==> config.mk <==
export PLATFORM = sky130hd
export DESIGN_NAME = i2cb_outq
export DESIGN_NICKNAME = d
export VERILOG_FILES = /design/src/rtl/core/i2cb_pkg.sv /design/src/rtl/core/i2cb_outq.sv
export SDC_FILE = /design/constraint.sdc
export NUM_CORES = 1
export LEC_CHECK = 0
export ABC_AREA = 1
export BUFFER_PORTS_ARGS = -buffer_cell sky130_fd_sc_hd__buf_2
export CAP_MARGIN = 0
export CORE_ASPECT_RATIO = 1.4
export CORE_UTILIZATION = 30
export CTS_CLUSTER_DIAMETER = 40
export DETAILED_ROUTE_END_ITERATION = 16
export GPL_ROUTABILITY_DRIVEN = 0
export SLEW_MARGIN = 20
export SYNTH_ARGS = -nofsm -noshare
export SYNTH_HDL_FRONTEND = slang
export SYNTH_SLANG_ARGS = --single-unit
==> constraint.sdc <==
create_clock -name clk_i -period 2.36 [get_ports clk_i]
set_input_delay 0.118 -clock clk_i [delete_from_list [all_inputs] [get_ports clk_i]]
set_output_delay 0.118 -clock clk_i [all_outputs]
set_load 0.1 [all_outputs]
==> src/rtl/core/i2cb_pkg.sv <==
// Shared types and constants for the I2C slave command FIFO bridge.
`timescale 1ns / 1ps

package i2cb_pkg;

  localparam int RX_DEPTH_DEF  = 4096;
  localparam int TX_DEPTH_DEF  = 16384;
  localparam int CHUNK_MAX_DEF = 1024;

  localparam int FQ_DEPTH = 2;
  localparam int OQ_DEPTH = 4;

  localparam int  CFG_AW     = 3;
  localparam logic REG_ENABLE = 1'b0;

  localparam logic [7:0] PREFIX_BYTE = 8'h10;
  localparam logic [7:0] CMD_READ    = 8'h01;
  localparam logic [7:0] CMD_WRITE   = 8'h02;
  localparam logic [7:0] CMD_AVAIL   = 8'h03;
  localparam logic [7:0] CMD_RESET   = 8'h06;

  typedef enum logic [1:0] {
    REQ_MWRITE = 2'd0,
    REQ_MREAD  = 2'd1,
    REQ_HPUSH  = 2'd2,
    REQ_HPOP   = 2'd3
  } req_e;

  typedef enum logic [2:0] {
    CLS_OTHER  = 3'd0,
    CLS_PREFIX = 3'd1,
    CLS_READ   = 3'd2,
    CLS_WRITE  = 3'd3,
    CLS_AVAIL  = 3'd4,
    CLS_RESET  = 3'd5
  } cls_e;

  typedef struct packed {
    req_e       req;
    cls_e       cls;
    logic [7:0] data;
  } item_t;

endpackage

==> src/rtl/core/i2cb_outq.sv <==
// Result queue in front of the output channel.
`timescale 1ns / 1ps

module i2cb_outq #(
  parameter int W = 39
) (
  input  logic                                    clk_i,
  input  logic                                    rst_ni,
  input  logic                                    push_i,
  input  logic [W-1:0]                            data_i,
  output logic [$clog2(i2cb_pkg::OQ_DEPTH+1)-1:0] cnt_o,
  output logic                                    out_valid_o,
  input  logic                                    out_ready_i,
  output logic [W-1:0]                            data_o
);
  import i2cb_pkg::*;

  localparam int PW = $clog2(OQ_DEPTH);
  localparam int CW = $clog2(OQ_DEPTH + 1);

  logic [W-1:0]  q_mem [OQ_DEPTH];
  logic [PW-1:0] wr_ptr_q, wr_ptr_d, rd_ptr_q, rd_ptr_d;
  logic [CW-1:0] cnt_q, cnt_d;
  logic          pop;

  assign out_valid_o = (cnt_q != '0);
  assign data_o      = q_mem[rd_ptr_q];
  assign cnt_o       = cnt_q;
  assign pop         = out_valid_o && out_ready_i;

  always_comb begin
    wr_ptr_d = wr_ptr_q;
    rd_ptr_d = rd_ptr_q;
    cnt_d    = cnt_q;
    if (push_i) begin
      wr_ptr_d = (wr_ptr_q == PW'(OQ_DEPTH - 1)) ? '0 : wr_ptr_q + 1'b1;
    end
    if (pop) begin
      rd_ptr_d = (rd_ptr_q == PW'(OQ_DEPTH - 1)) ? '0 : rd_ptr_q + 1'b1;
    end
    if (push_i && !pop) begin
      cnt_d = cnt_q + 1'b1;
    end else if (pop && !push_i) begin
      cnt_d = cnt_q - 1'b1;
    end
  end

  always_ff @(posedge clk_i or negedge rst_ni) begin
    if (!rst_ni) begin
      wr_ptr_q <= '0;
      rd_ptr_q <= '0;
      cnt_q    <= '0;
    end else begin
      wr_ptr_q <= wr_ptr_d;
      rd_ptr_q <= rd_ptr_d;
      cnt_q    <= cnt_d;
    end
  end

  always_ff @(posedge clk_i) begin
    if (push_i) begin
      q_mem[wr_ptr_q] <= data_i;
    end
  end

endmodule

==> summary.md <==
| Metric | Value |
|---|---|
| Largest family of logic cells by synthesized area | `compound AO/OA/AOI/OAI gates` |
| Core area | `21940 sq um` |
| DR vias | `4037` |
| Die footprint | `23050 sq um` |
| Router iterations before antenna repair | `4` |
| HPWL after DPL | `7.747 mm` |
| CP Launch Type | `flip-flop` |
| Cell variety after synth | `18` |
| N_diodes | `0` |
| Synth Instances | `510` |
| Worst path bufs/invs | `2` |
| Final worst-path cycle share | `0.9002` |
| Total CTS buffers | `17` |
| Final Setup Violations | `0` |
| Area growth, synth to finish | `34.26%` |
| Initial antenna violation count | `0` |
| Number of global-route vias before repair | `4080` |
| Port Buf Inserts | `85` |
| TritonCTS clock tree | `done` |
| Clock sink total | `163` |
| Worst EP required | `2.24 ns` |
| Die H | `179.2 microns` |
| Post-Synth Simple-Gate Area | `0.08067` |
| Setup TNS | `0 ns` |
| Number of placed I/O pins | `86` |
| Mux contribution to synthesized area | `0` |
| Critical path endpoint category | `output pin` |
| Final hold vios | `0` |
| Post-Syn Area | `6731 sq um` |
| Post-DP Area | `8050 sq um` |
| Largest net degree at the start of global routing | `45` |
| Yosys warns | `0` |
| Crit. Startpoint | `rd_ptr_q[0]` |
| Worst path cell trace | `buf_4 -> o211ai_1 -> nand2_1 -> buf_12` |
| Via density | `4.254` |
| Post-CTS Setup Bufs | `0` |
| Worst path arrival time | `2.01 ns` |
| Syn Area/Cell | `13.20 sq um` |
| Status | `finished, final reports clean` |
| All-Layer GR Usage | `0.1245` |
| Avg WL per Cell | `13.82 microns` |
| Share of layout cells above drive strength 1 | `0.2255` |
| Post-synthesis adder-cell area fraction | `0.01413` |
| Slew Limit Fails | `0` |
| Root Driver | `clkbuf_16` |
| Yosys reg bits | `163` |
| Rows | `64` |
| Maxcap violations | `0` |
| Initial detailed-routing violation count | `191` |
| Latest clock arrival within the worst-skew pair | `0.42 ns` |
| GRT overflow | `0` |
| Fin area | `9037 sq um` |
| Crit Path Max Fanout | `44` |
| Worst Max-Slew Pin Slew | `0.5391 ns` |
| CP Class | `reg2out` |
| RSZ-0062 raised after global routing | `false` |
| Die Wd | `128.6 microns` |
| CP peak stage delay | `0.75 ns` |
| Total routed wirelength | `13.11 mm` |
| Post-route DRC | `0` |
| Min-delay worst type | `in2reg` |
| Clk slew on worst S/H paths | `0.06 ns` |
| Max Freq | `470.7 MHz` |
| First-pass GRT wire length | `21.25 mm` |
| CTS H-Tree Depth | `4` |
| HP Start | `push_i` |
| Crit path max-delay cell type | `dfrtp_4` |
| Compound-Gate Fraction of Synth Area | `0.09591` |
| Final Skew | `0.008850 ns` |
| Post-synthesis xor/xnor area fraction | `0.001301` |
| Bufs on Longest Clock Path | `2` |
| Slew margin rel. | `0.6406` |
| Seq/Total Area, Yosys | `0.7219` |
| Antenna-violating nets left | `0` |
| CP delay by family, top | `flip-flops` |
| WHS | `0.02706 ns` |
| Initial Utilization | `0.3068` |
| Min Clock Period, post-route | `2.124 ns` |
| Worst flop-to-flop path startpoint | `cnt_o[0]` |
| Syn nets | `560` |
| Fin nets | `689` |
[layout make-up]
class / instances / area (sq um)
multi-input combinational: 231 / 1295
sequential: 163 / 4868
timing repair buffer: 137 / 1592
inverter: 89 / 334.1
clock inverter: 12 / 130.1
fill: 2102 / 12900
clock buffer: 20 / 446.7
tap: 297 / 371.6
[metrics by stage]
stage          setup WS, ns  std cells  utilization
4_1_cts              0.1870        949       0.4119
2_1_floorplan       0.02078        510            -
5_1_grt             0.07794        949       0.4119
6_report             0.2356        949       0.4119
3_3_place_gp         0.6278        876       0.3669
3_5_place_dp         0.5997        876       0.3669
[worst paths after layout]
path	to	slack, ns	cells past startpoint
min in group asynchronous	cnt_o[1]	0.05	2
worst min register to register	cnt_o[2]	0.51	2
worst min-delay path	wr_ptr_q[1]	0.03	2
worst max register to register	cnt_o[2]	0.60	10
worst max-delay path	data_o[4]	0.24	4
max in group asynchronous	rd_ptr_q[0]	2.14	2
[cells in the mapped netlist, drive strengths merged]
library cell  number  area, sq um
buf               27        245.2
nand3              3        15.01
xnor2              1        8.760
nor2               3        11.26
o21ai              2        10.01
o211ai            78        635.6
nand2            136        510.5
fa                 1        20.02
dfrtp              7        175.2
inv               89        334.1
ha                 6        75.07
edfxtp           156         4684
nand4              1        6.260
[cells in the final DEF (no fill, tap or decap)]
cell	count
xnor2_1	1
buf_12	46
clkbuf_16	17
inv_1	84
clkinvlp_4	2
buf_4	4
inv_2	5
nor2_1	3
o211ai_1	68
dfrtp_1	2
nand2_1	135
dfrtp_4	1
edfxtp_1	156
clkbuf_8	1
nand3_1	3
clkinv_4	1
inv_6	3
ha_1	6
clkinv_2	4
o21ai_0	2
dlygate4sd3_1	41
nand2_2	1
dfrtp_2	4
o211ai_2	10
nand4_1	1
clkbuf_1	2
bufinv_16	2
fa_1	1
buf_2	46
[registers in the layout, summed over array words and instances, names as in the netlist]
| register | cells |
|---|---|
| cnt_o | 3 |
| q_mem | 156 |
| rd_ptr_q | 2 |
| wr_ptr_q | 2 |
[repair_timing]
item	in CTS	in global routing
hold buffers	41	0
gates resized for setup	0	0
endpoints found under the hold margin	165	0
endpoints found under the setup margin	0	0
[logic make-up after synthesis]
kind of cell,after synthesis
AOI/OAI and AO/OA,80
DFF,163
buffers and inverters,116
xor gates and xnor gates,1
adders and majority gates,7
and+or+nand+nor,143
[per-layer routing]
metal | vias to the layer above | global-route usage | wire length, microns
met1 | 1942 | 0.1447 | 5619
li1 | 2017 | - | -
met3 | 12 | 0.03372 | 441
met5 | - | 0 | 0
met4 | 0 | 0.04510 | 165
met2 | 66 | 0.2182 | 6884
Power is left out: the tool's default activity adds up to more than one toggle a clock period on the data nets, which glitch-free logic cannot reach.
