[config.mk]
export PLATFORM = sky130hd
export DESIGN_NAME = i2cb_front
export DESIGN_NICKNAME = d
export VERILOG_FILES = /design/src/rtl/core/i2cb_pkg.sv /design/src/rtl/core/i2cb_front.sv
export SDC_FILE = /design/constraint.sdc
export NUM_CORES = 1
export LEC_CHECK = 0
export BUFFER_PORTS_ARGS = -buffer_cell sky130_fd_sc_hd__buf_2
export CORE_MARGIN = 4
export CORE_UTILIZATION = 44
export CTS_CLUSTER_DIAMETER = 200
export CTS_CLUSTER_SIZE = 24
export DETAILED_ROUTE_END_ITERATION = 16
export PLACE_DENSITY = 0.77
export SLEW_MARGIN = 20
export SYNTH_ARGS = -nofsm -noshare
export SYNTH_HDL_FRONTEND = slang
export SYNTH_SLANG_ARGS = --single-unit
[constraint.sdc]
create_clock -name clk_i -period 2 [get_ports clk_i]
set_clock_uncertainty 0.15 [all_clocks]
set_input_delay 0.5 -clock clk_i [delete_from_list [all_inputs] [get_ports clk_i]]
set_output_delay 0.5 -clock clk_i [all_outputs]
set_load 0.05 [all_outputs]
[src/rtl/core/i2cb_pkg.sv]
// Shared types and constants for the I2C slave command FIFO bridge.
`timescale 1ns / 1ps

package i2cb_pkg;

  localparam int RX_DEPTH_DEF  = 4096;
  localparam int TX_DEPTH_DEF  = 16384;
  localparam int CHUNK_MAX_DEF = 1024;

  localparam int FQ_DEPTH = 2;
  localparam int OQ_DEPTH = 4;

  localparam int  CFG_AW     = 3;
  localparam logic REG_ENABLE = 1'b0;

  localparam logic [7:0] PREFIX_BYTE = 8'h10;
  localparam logic [7:0] CMD_READ    = 8'h01;
  localparam logic [7:0] CMD_WRITE   = 8'h02;
  localparam logic [7:0] CMD_AVAIL   = 8'h03;
  localparam logic [7:0] CMD_RESET   = 8'h06;

  typedef enum logic [1:0] {
    REQ_MWRITE = 2'd0,
    REQ_MREAD  = 2'd1,
    REQ_HPUSH  = 2'd2,
    REQ_HPOP   = 2'd3
  } req_e;

  typedef enum logic [2:0] {
    CLS_OTHER  = 3'd0,
    CLS_PREFIX = 3'd1,
    CLS_READ   = 3'd2,
    CLS_WRITE  = 3'd3,
    CLS_AVAIL  = 3'd4,
    CLS_RESET  = 3'd5
  } cls_e;

  typedef struct packed {
    req_e       req;
    cls_e       cls;
    logic [7:0] data;
  } item_t;

endpackage

[src/rtl/core/i2cb_front.sv]
// Front end: accepts input transfers, classifies bytes and queues them.
`timescale 1ns / 1ps

module i2cb_front (
  input  logic            clk_i,
  input  logic            rst_ni,
  input  logic            in_valid_i,
  output logic            in_ready_o,
  input  logic [1:0]      req_type_i,
  input  logic [7:0]      data_i,
  output logic            item_valid_o,
  input  logic            item_ready_i,
  output i2cb_pkg::item_t item_o
);
  import i2cb_pkg::*;

  localparam int PW = (FQ_DEPTH > 1) ? $clog2(FQ_DEPTH) : 1;
  localparam int CW = $clog2(FQ_DEPTH + 1);

  item_t          q_mem [FQ_DEPTH];
  logic [PW-1:0]  wr_ptr_q, wr_ptr_d, rd_ptr_q, rd_ptr_d;
  logic [CW-1:0]  cnt_q, cnt_d;
  item_t          new_item;
  cls_e           cls;
  logic           push, pop;

  always_comb begin
    unique case (data_i)
      PREFIX_BYTE: cls = CLS_PREFIX;
      CMD_READ:    cls = CLS_READ;
      CMD_WRITE:   cls = CLS_WRITE;
      CMD_AVAIL:   cls = CLS_AVAIL;
      CMD_RESET:   cls = CLS_RESET;
      default:     cls = CLS_OTHER;
    endcase
  end

  assign new_item.req  = req_e'(req_type_i);
  assign new_item.cls  = cls;
  assign new_item.data = data_i;

  assign in_ready_o   = (cnt_q != CW'(FQ_DEPTH));
  assign item_valid_o = (cnt_q != '0);
  assign item_o       = q_mem[rd_ptr_q];
  assign push         = in_valid_i && in_ready_o;
  assign pop          = item_valid_o && item_ready_i;

  always_comb begin
    wr_ptr_d = wr_ptr_q;
    rd_ptr_d = rd_ptr_q;
    cnt_d    = cnt_q;
    if (push) begin
      wr_ptr_d = (wr_ptr_q == PW'(FQ_DEPTH - 1)) ? '0 : wr_ptr_q + 1'b1;
    end
    if (pop) begin
      rd_ptr_d = (rd_ptr_q == PW'(FQ_DEPTH - 1)) ? '0 : rd_ptr_q + 1'b1;
    end
    if (push && !pop) begin
      cnt_d = cnt_q + 1'b1;
    end else if (pop && !push) begin
      cnt_d = cnt_q - 1'b1;
    end
  end

  always_ff @(posedge clk_i or negedge rst_ni) begin
    if (!rst_ni) begin
      wr_ptr_q <= '0;
      rd_ptr_q <= '0;
      cnt_q    <= '0;
    end else begin
      wr_ptr_q <= wr_ptr_d;
      rd_ptr_q <= rd_ptr_d;
      cnt_q    <= cnt_d;
    end
  end

  always_ff @(posedge clk_i) begin
    if (push) begin
      q_mem[wr_ptr_q] <= new_item;
    end
  end

endmodule

==> results.py, run 1 <==
metrics = {
    "global_route": {
        "grt_pass1_vias": 730,
        "grt_max_degree": 10,
        "grt.overflow.total": 0,
        "antenna_found_initial": 0,
        "grt_usage_pct": 13.25,
        "grt_pass1_wl_mm": 3.332,
    },
    "critical_path": {
        "slowest_stage": "dfrtp_1",
        "critPathMaxFanout": 8,
        "timing.rr.end": "cnt_q[1]",
        "worstReg2RegStart": "cnt_q[0]",
        "slowest_delay_ns": 0.39,
        "end_kind": "output pin",
        "path_cells": "buf_6 -> mux2_4 -> buf_6",
        "crit_buf_inv": 2,
        "required_ns": 1.35,
        "path_common_cell": "buf_6",
        "critPathArrivalTime_ns": 1.35,
        "worstSetupPathDepth": 3,
        "crit_family": "flip-flops",
        "reg2reg_slack_ns": 0.33,
        "worst-setup-path-type": "flip-flop to output pin",
        "ff2ff_path_depth": 6,
        "setup.worst_path.start_class": "flip-flop",
    },
    "synth": {
        "ys_top_cells_by_area": "edfxtp_1 (65%), mux2_2 (12%), dfrtp_1 (8.4%)",
        "synth_xor_area_share_pct": 5.120,
        "ys_warn_count": 0,
        "synth_compound_area_share_pct": 0.4180,
        "yosys_register_bits": 30,
        "synth_area_leader_cell": "edfxtp_1",
        "synth.avg_cell_area_sq_um": 17.61,
        "synthDistinctLibCells": 18,
        "synth_top_area_share_pct": 65.20,
        "synth_top_family_by_area": "multiplexers",
        "synthSimpleGateAreaFrac_pct": 6.583,
        "syn_area_sq_um": 1197,
        "synth_cells": 68,
        "syn_nets": 83,
        "ys_seq_area_share_pct": 73.56,
        "synthMuxAreaShare_pct": 12.23,
        "synth-adder-area-share_pct": 1.045,
    },
    "finish": {
        "fill_cells": 204,
        "area_growth_pct": 37.72,
        "drive_gt1_share_pct": 50.93,
        "final_cell_mix": "edfxtp_1 (26), buf_2 (15), mux2_4 (13)",
        "final_nets": 123,
        "instances_no_fill": 138,
        "final_common_cell": "edfxtp_1",
        "diodes": 0,
    },
    "floorplan": {
        "die-area_sq_um": 3620,
        "core_sq_um": 2545,
        "num_io_pins": 29,
        "die_x_um": 60.17,
        "die_y_um": 60.17,
        "rows": 18,
        "initial_core_util_pct": 47.05,
    },
    "power_and_ir_drop": {
        "ir_drop_v": 0.001231,
        "power_leakage_nw": 0.6773,
        "powerDensity_nw_per_um2": 1688,
    },
    "timing": {
        "finalHoldWorstSlack_ns": 0.2199,
        "setup_viol": 0,
        "relSlewSlack_pct": 79.36,
        "tightest_slew_ns": 0.3096,
        "drv_slew": 0,
        "period_needed_ns": 2.000,
        "period_share_pct": 99.99,
        "grt_setup_unrepaired": "yes",
        "max_clock_freq_mhz": 500.1,
        "finalHoldViolations": 0,
    },
    "clocking": {
        "numClockSinks": 30,
        "cts_buffer_depth": 2,
        "clkTransAtPathRegs_ns": 0.08,
        "numCtsBuffers": 5,
        "htreeDepth": 2,
        "clock_latency_ns": 0.31,
        "cts_tree": "yes",
        "cts_root_buf": "clkbuf_4",
    },
    "route": {
        "ant_nets": 0,
        "dr_total_vias": 707,
        "drtPass1Iterations": 4,
        "drt-initial-drc-count": 12,
        "avgViaCountPerCell": 5.123,
        "wire_per_inst_um": 15.13,
        "routed_wl_mm": 2.088,
        "drcViolationCount": 0,
    },
    "place": {
        "numPortBuffers": 28,
        "placedCellCount": 129,
        "gp_congestion": 0.7796,
        "dpl.hpwl_mm": 1.502,
    },
    "worst_hold_path": {
        "min_from": "req_type_i[1]",
        "hp-class": "input port to flip-flop",
        "min_to": "q_mem[1][12]",
        "holdPathStages": 1,
    },
    "job": {
        "drv_cap": 0,
    },
    "outcome": {
        "status": "complete, no violations",
    },
}
[repair_timing]
| action | CTS | global route |
|---|---|---|
| buffers inserted | 1 | 0 |
| pin swaps | 0 | 0 |
| endpoints found under the hold margin | 4 | 0 |
| hold buffers | 1 | 0 |
| gates resized for setup | 32 | 18 |
| endpoints found under the setup margin | 13 | 13 |
| gates cloned | 0 | 0 |
[sequential cells by signal, summed over array words and instances, names as in the netlist]
register and count:
q_mem 26, cnt_q 2, rd_ptr_q 1, wr_ptr_q 1
[routing by layer]
| metal | vias to the layer above | track usage (%) | part of all wire [%] |
|---|---|---|---|
| li1 | 333 | - | - |
| met1 | 339 | 15.13 | 39 |
| met2 | 30 | 20.99 | 49 |
| met3 | 5 | 6.479 | 9.5 |
| met4 | 0 | 5.696 | 1.7 |
| met5 | - | 0 | 0 |
[cells in the mapped netlist]
master / n
nand2b_1: 1
dfrtp_1: 4
ha_1: 1
nor3_1: 2
xnor2_1: 4
buf_2: 1
nor3b_1: 1
or2_2: 1
a21oi_1: 1
nor4_2: 1
or4_4: 1
nand2_1: 3
and3_1: 1
xor2_1: 3
mux2_2: 13
nor2_1: 2
inv_1: 2
edfxtp_1: 26
[worst max-delay path by stage]
stage / start / slack (ns) / to
global placement: data_i[5] / 0.27 / q_mem[0][9]
CTS: rd_ptr_q / -0.03 / item_o[10]
detailed placement: data_i[5] / 0.20 / q_mem[0][10]
global route: rd_ptr_q / -0.06 / item_o[12]
floorplan: cnt_q[0] / 0.03 / q_mem[0][0]
finish: rd_ptr_q / 0.0003 / item_o[8]
[final cells by class]
type	count	area [sq um]	share of cell area, %
timing repair buffer	34	322.8	19.58
tap	30	37.54	2.276
clock buffer	7	45.04	2.731
multi-input combinational	35	355.3	21.55
inverter	2	7.507	0.4552
sequential	30	880.8	53.41
[cells by family (layout without fill, tap and decap cells)]
family	Yosys count	in the layout
xor+xnor	7	7
simple gates	13	13
buf+inv	3	43
fa+ha+maj	1	1
flops	30	30
compound gates	1	1
mux	13	13
[report_power, final]
group / switching, mW / internal, mW / total (mW) / leakage (nW)
logic: 0.864 / 0.675 / 1.54 / 0.361
clock network: 0.179 / 0.132 / 0.311 / 0.0254
registers: 0.0686 / 0.866 / 0.934 / 0.291
[stage by stage]
step	worst slack [ns]	util (%)	cell area (sq um)	power, mW	TNS (ns)
floorplan	0.02617	-	1200	1.815	0
global placement	0.2707	55.60	1415	2.088	0
detailed placement	0.1980	55.60	1415	2.117	0
CTS	-0.03120	62.14	1582	2.669	-0.2715
global route	-0.05695	64.80	1649	2.919	-0.5890
finish	0.0002770	64.80	1649	2.784	0
[worst register-to-register path, cell delays in order, from the launching register on]
cell     delay [ns]
dfrtp_1        0.43
or2_2          0.33
nand2_1        0.12
ha_1           0.17
xor2_1         0.16
nor2_1         0.07
xor2_1         0.14
Power figures use the tool's default switching activity.
==> run 2, diff against run 1 <==
- BUFFER_PORTS_ARGS: -buffer_cell sky130_fd_sc_hd__buf_2 -> unset
- CORE_UTILIZATION: 44 -> 55
- DONT_BUFFER_PORTS: unset -> 1
- PLACE_DENSITY: 0.77 -> 0.79
- SETUP_SLACK_MARGIN: unset -> 0.2
==> results.py, run 2 (synthesis gave the netlist of run 1 again) <==
metrics = {
    "route": {
        "dr_total_vias": 603,
        "wire_per_inst_um": 16.97,
        "avgViaCountPerCell": 5.432,
        "routed_wl_mm": 1.884,
        "ant_nets": 0,
        "drcViolationCount": 0,
        "drt-initial-drc-count": 9,
        "drtPass1Iterations": 4,
    },
    "global_route": {
        "grt_usage_pct": 15.09,
        "grt_pass1_wl_mm": 2.904,
        "antenna_found_initial": 0,
        "grt.overflow.total": 0,
        "grt_pass1_vias": 623,
        "grt_max_degree": 14,
    },
    "floorplan": {
        "core_sq_um": 2022,
        "die-area_sq_um": 2988,
        "die_y_um": 54.66,
        "initial_core_util_pct": 59.22,
        "rows": 16,
        "die_x_um": 54.66,
        "num_io_pins": 29,
    },
    "finish": {
        "drive_gt1_share_pct": 38.10,
        "reg.largest.list": "q_mem x26, cnt_q x2",
        "seq_area_sq_um": 880.8,
        "fill_cells": 138,
        "final_nets": 99,
        "final_cell_mix": "edfxtp_1 (26), mux2_4 (13), buf_4 (6)",
        "area_growth_pct": 20.06,
        "largest_reg_flops": 26,
        "regMostFlops": "q_mem",
        "diodes": 0,
        "final_common_cell": "edfxtp_1",
        "multi_input_area_sq_um": 365.4,
    },
    "job": {
        "drv_cap": 0,
    },
    "timing": {
        "finalHoldViolations": 0,
        "drv_slew": 0,
        "grt_setup_unrepaired": "yes",
        "period_needed_ns": 1.934,
        "period_share_pct": 96.71,
        "setup_viol": 0,
        "max_clock_freq_mhz": 517.0,
        "fin_tns_setup_ns": 0,
        "relSlewSlack_pct": 81.65,
        "tightest_slew_ns": 0.2732,
    },
    "critical_path": {
        "crit_buf_inv": 1,
        "slowest_delay_ns": 0.41,
        "crit_family": "flip-flops",
        "worstReg2RegStart": "cnt_q[1]",
        "setup.worst_path.start": "rd_ptr_q",
        "critPathArrivalTime_ns": 1.28,
        "slowest_stage": "dfrtp_1",
        "setup.worst_path.start_class": "flip-flop",
        "required_ns": 1.35,
        "critPathMaxFanout": 12,
        "path_cells": "buf_12 -> mux2_4",
        "end_kind": "output pin",
        "worst-setup-path-type": "flip-flop to output pin",
    },
    "power_and_ir_drop": {
        "total_power_mw": 2.526,
        "power_leakage_nw": 0.5591,
        "ir_drop_v": 0.001218,
        "powerDensity_nw_per_um2": 1757,
    },
    "clocking": {
        "numClockSinks": 30,
        "numCtsBuffers": 5,
        "clock_latency_ns": 0.31,
        "cts_buffer_depth": 2,
        "htreeDepth": 2,
        "cts_root_buf": "clkbuf_4",
        "cts_tree": "yes",
        "clkTransAtPathRegs_ns": 0.08,
    },
    "outcome": {
        "status": "complete, no violations",
    },
    "place": {
        "numPortBuffers": 0,
        "gp_congestion": 0.7118,
        "dpl.hpwl_mm": 1.278,
    },
    "worst_hold_path": {
        "hp-class": "input port to flip-flop",
        "min_from": "data_i[3]",
    },
}
==> run 2: cell count changes in the layout (fill, tap and decap cells not counted) <==
cell | previous run | this run
buf_8 | 9 | 2
nand2b_4 | 0 | 1
buf_6 | 6 | 0
or2_2 | 1 | 0
buf_4 | 2 | 6
or2_4 | 0 | 1
nand2b_1 | 1 | 0
buf_2 | 15 | 0
==> run 2: power breakdown <==
| part | total [mW] | leakage [nW] | switching, mW | internal [mW] |
|---|---|---|---|---|
| Combinational | 1.29 | 0.243 | 0.805 | 0.484 |
| Clock | 0.307 | 0.0254 | 0.175 | 0.132 |
| Sequential | 0.930 | 0.291 | 0.0637 | 0.866 |
| Total | 2.53 | 0.559 | 1.04 | 1.48 |
==> run 2: timing repair <==
action / in CTS / in global routing
hold endpoints to repair: 4 / 0
endpoints found under the setup margin: 14 / 15
hold buffers: 1 / 0
pin swaps: 0 / 1
gates resized for setup: 16 / 3
gates cloned: 0 / 0
buffers inserted: 4 / 0
==> run 2: stage by stage <==
stage | setup WS (ns) | util [%] | std cells | cell area, sq um | hold slack (ns)
3_3_place_gp | 0.3199 | 63.37 | 99 | 1281 | 0.05454
4_1_cts | 0.04719 | 70.48 | 111 | 1425 | 0.1127
6_report | 0.06584 | 71.10 | 111 | 1438 | 0.1258
5_1_grt | 0.01435 | 71.10 | 111 | 1438 | 0.09766
3_5_place_dp | 0.2862 | 63.37 | 99 | 1281 | 0.05454
2_1_floorplan | 0.2295 | - | 68 | 1202 | 0.05441
==> run 2: area by class of cell <==
cell class,instances,share of cell area (%)
Inverter,2,0.5222
Sequential cell,30,61.27
Clock buffer,7,3.133
Multi-Input combinational cell,35,25.41
Tap cell,27,2.350
Timing Repair Buffer,10,7.311
==> run 2: routing by layer <==
layer	vias up	global-route usage [%]	wire, um	share of wire, %
met4	0	11.20	59	3.1
met2	25	22.24	933	50
met1	287	15.76	682	36
li1	283	-	-	-
met3	8	8.719	207	11
met5	-	0	0	0
==> run 2: final timing paths <==
path / depth (start not counted) / endpoint / slack, ns
setup reg to reg: 5 / q_mem[1][12] / 0.41
hold reg to reg: 1 / wr_ptr_q / 0.37
max in group asynchronous: 1 / rd_ptr_q / 1.20
min in group asynchronous: 1 / wr_ptr_q / 0.32
hold / removal: 0 / q_mem[1][3] / 0.13
setup / recovery: 2 / item_o[9] / 0.07
==> run 2: worst reg2reg max path: cells and delay by family (launching register included) <==
family | cells | cell delay, ns
flops | 1 | 0.40
buf+inv | 3 | 0.51
simple gates | 2 | 0.23
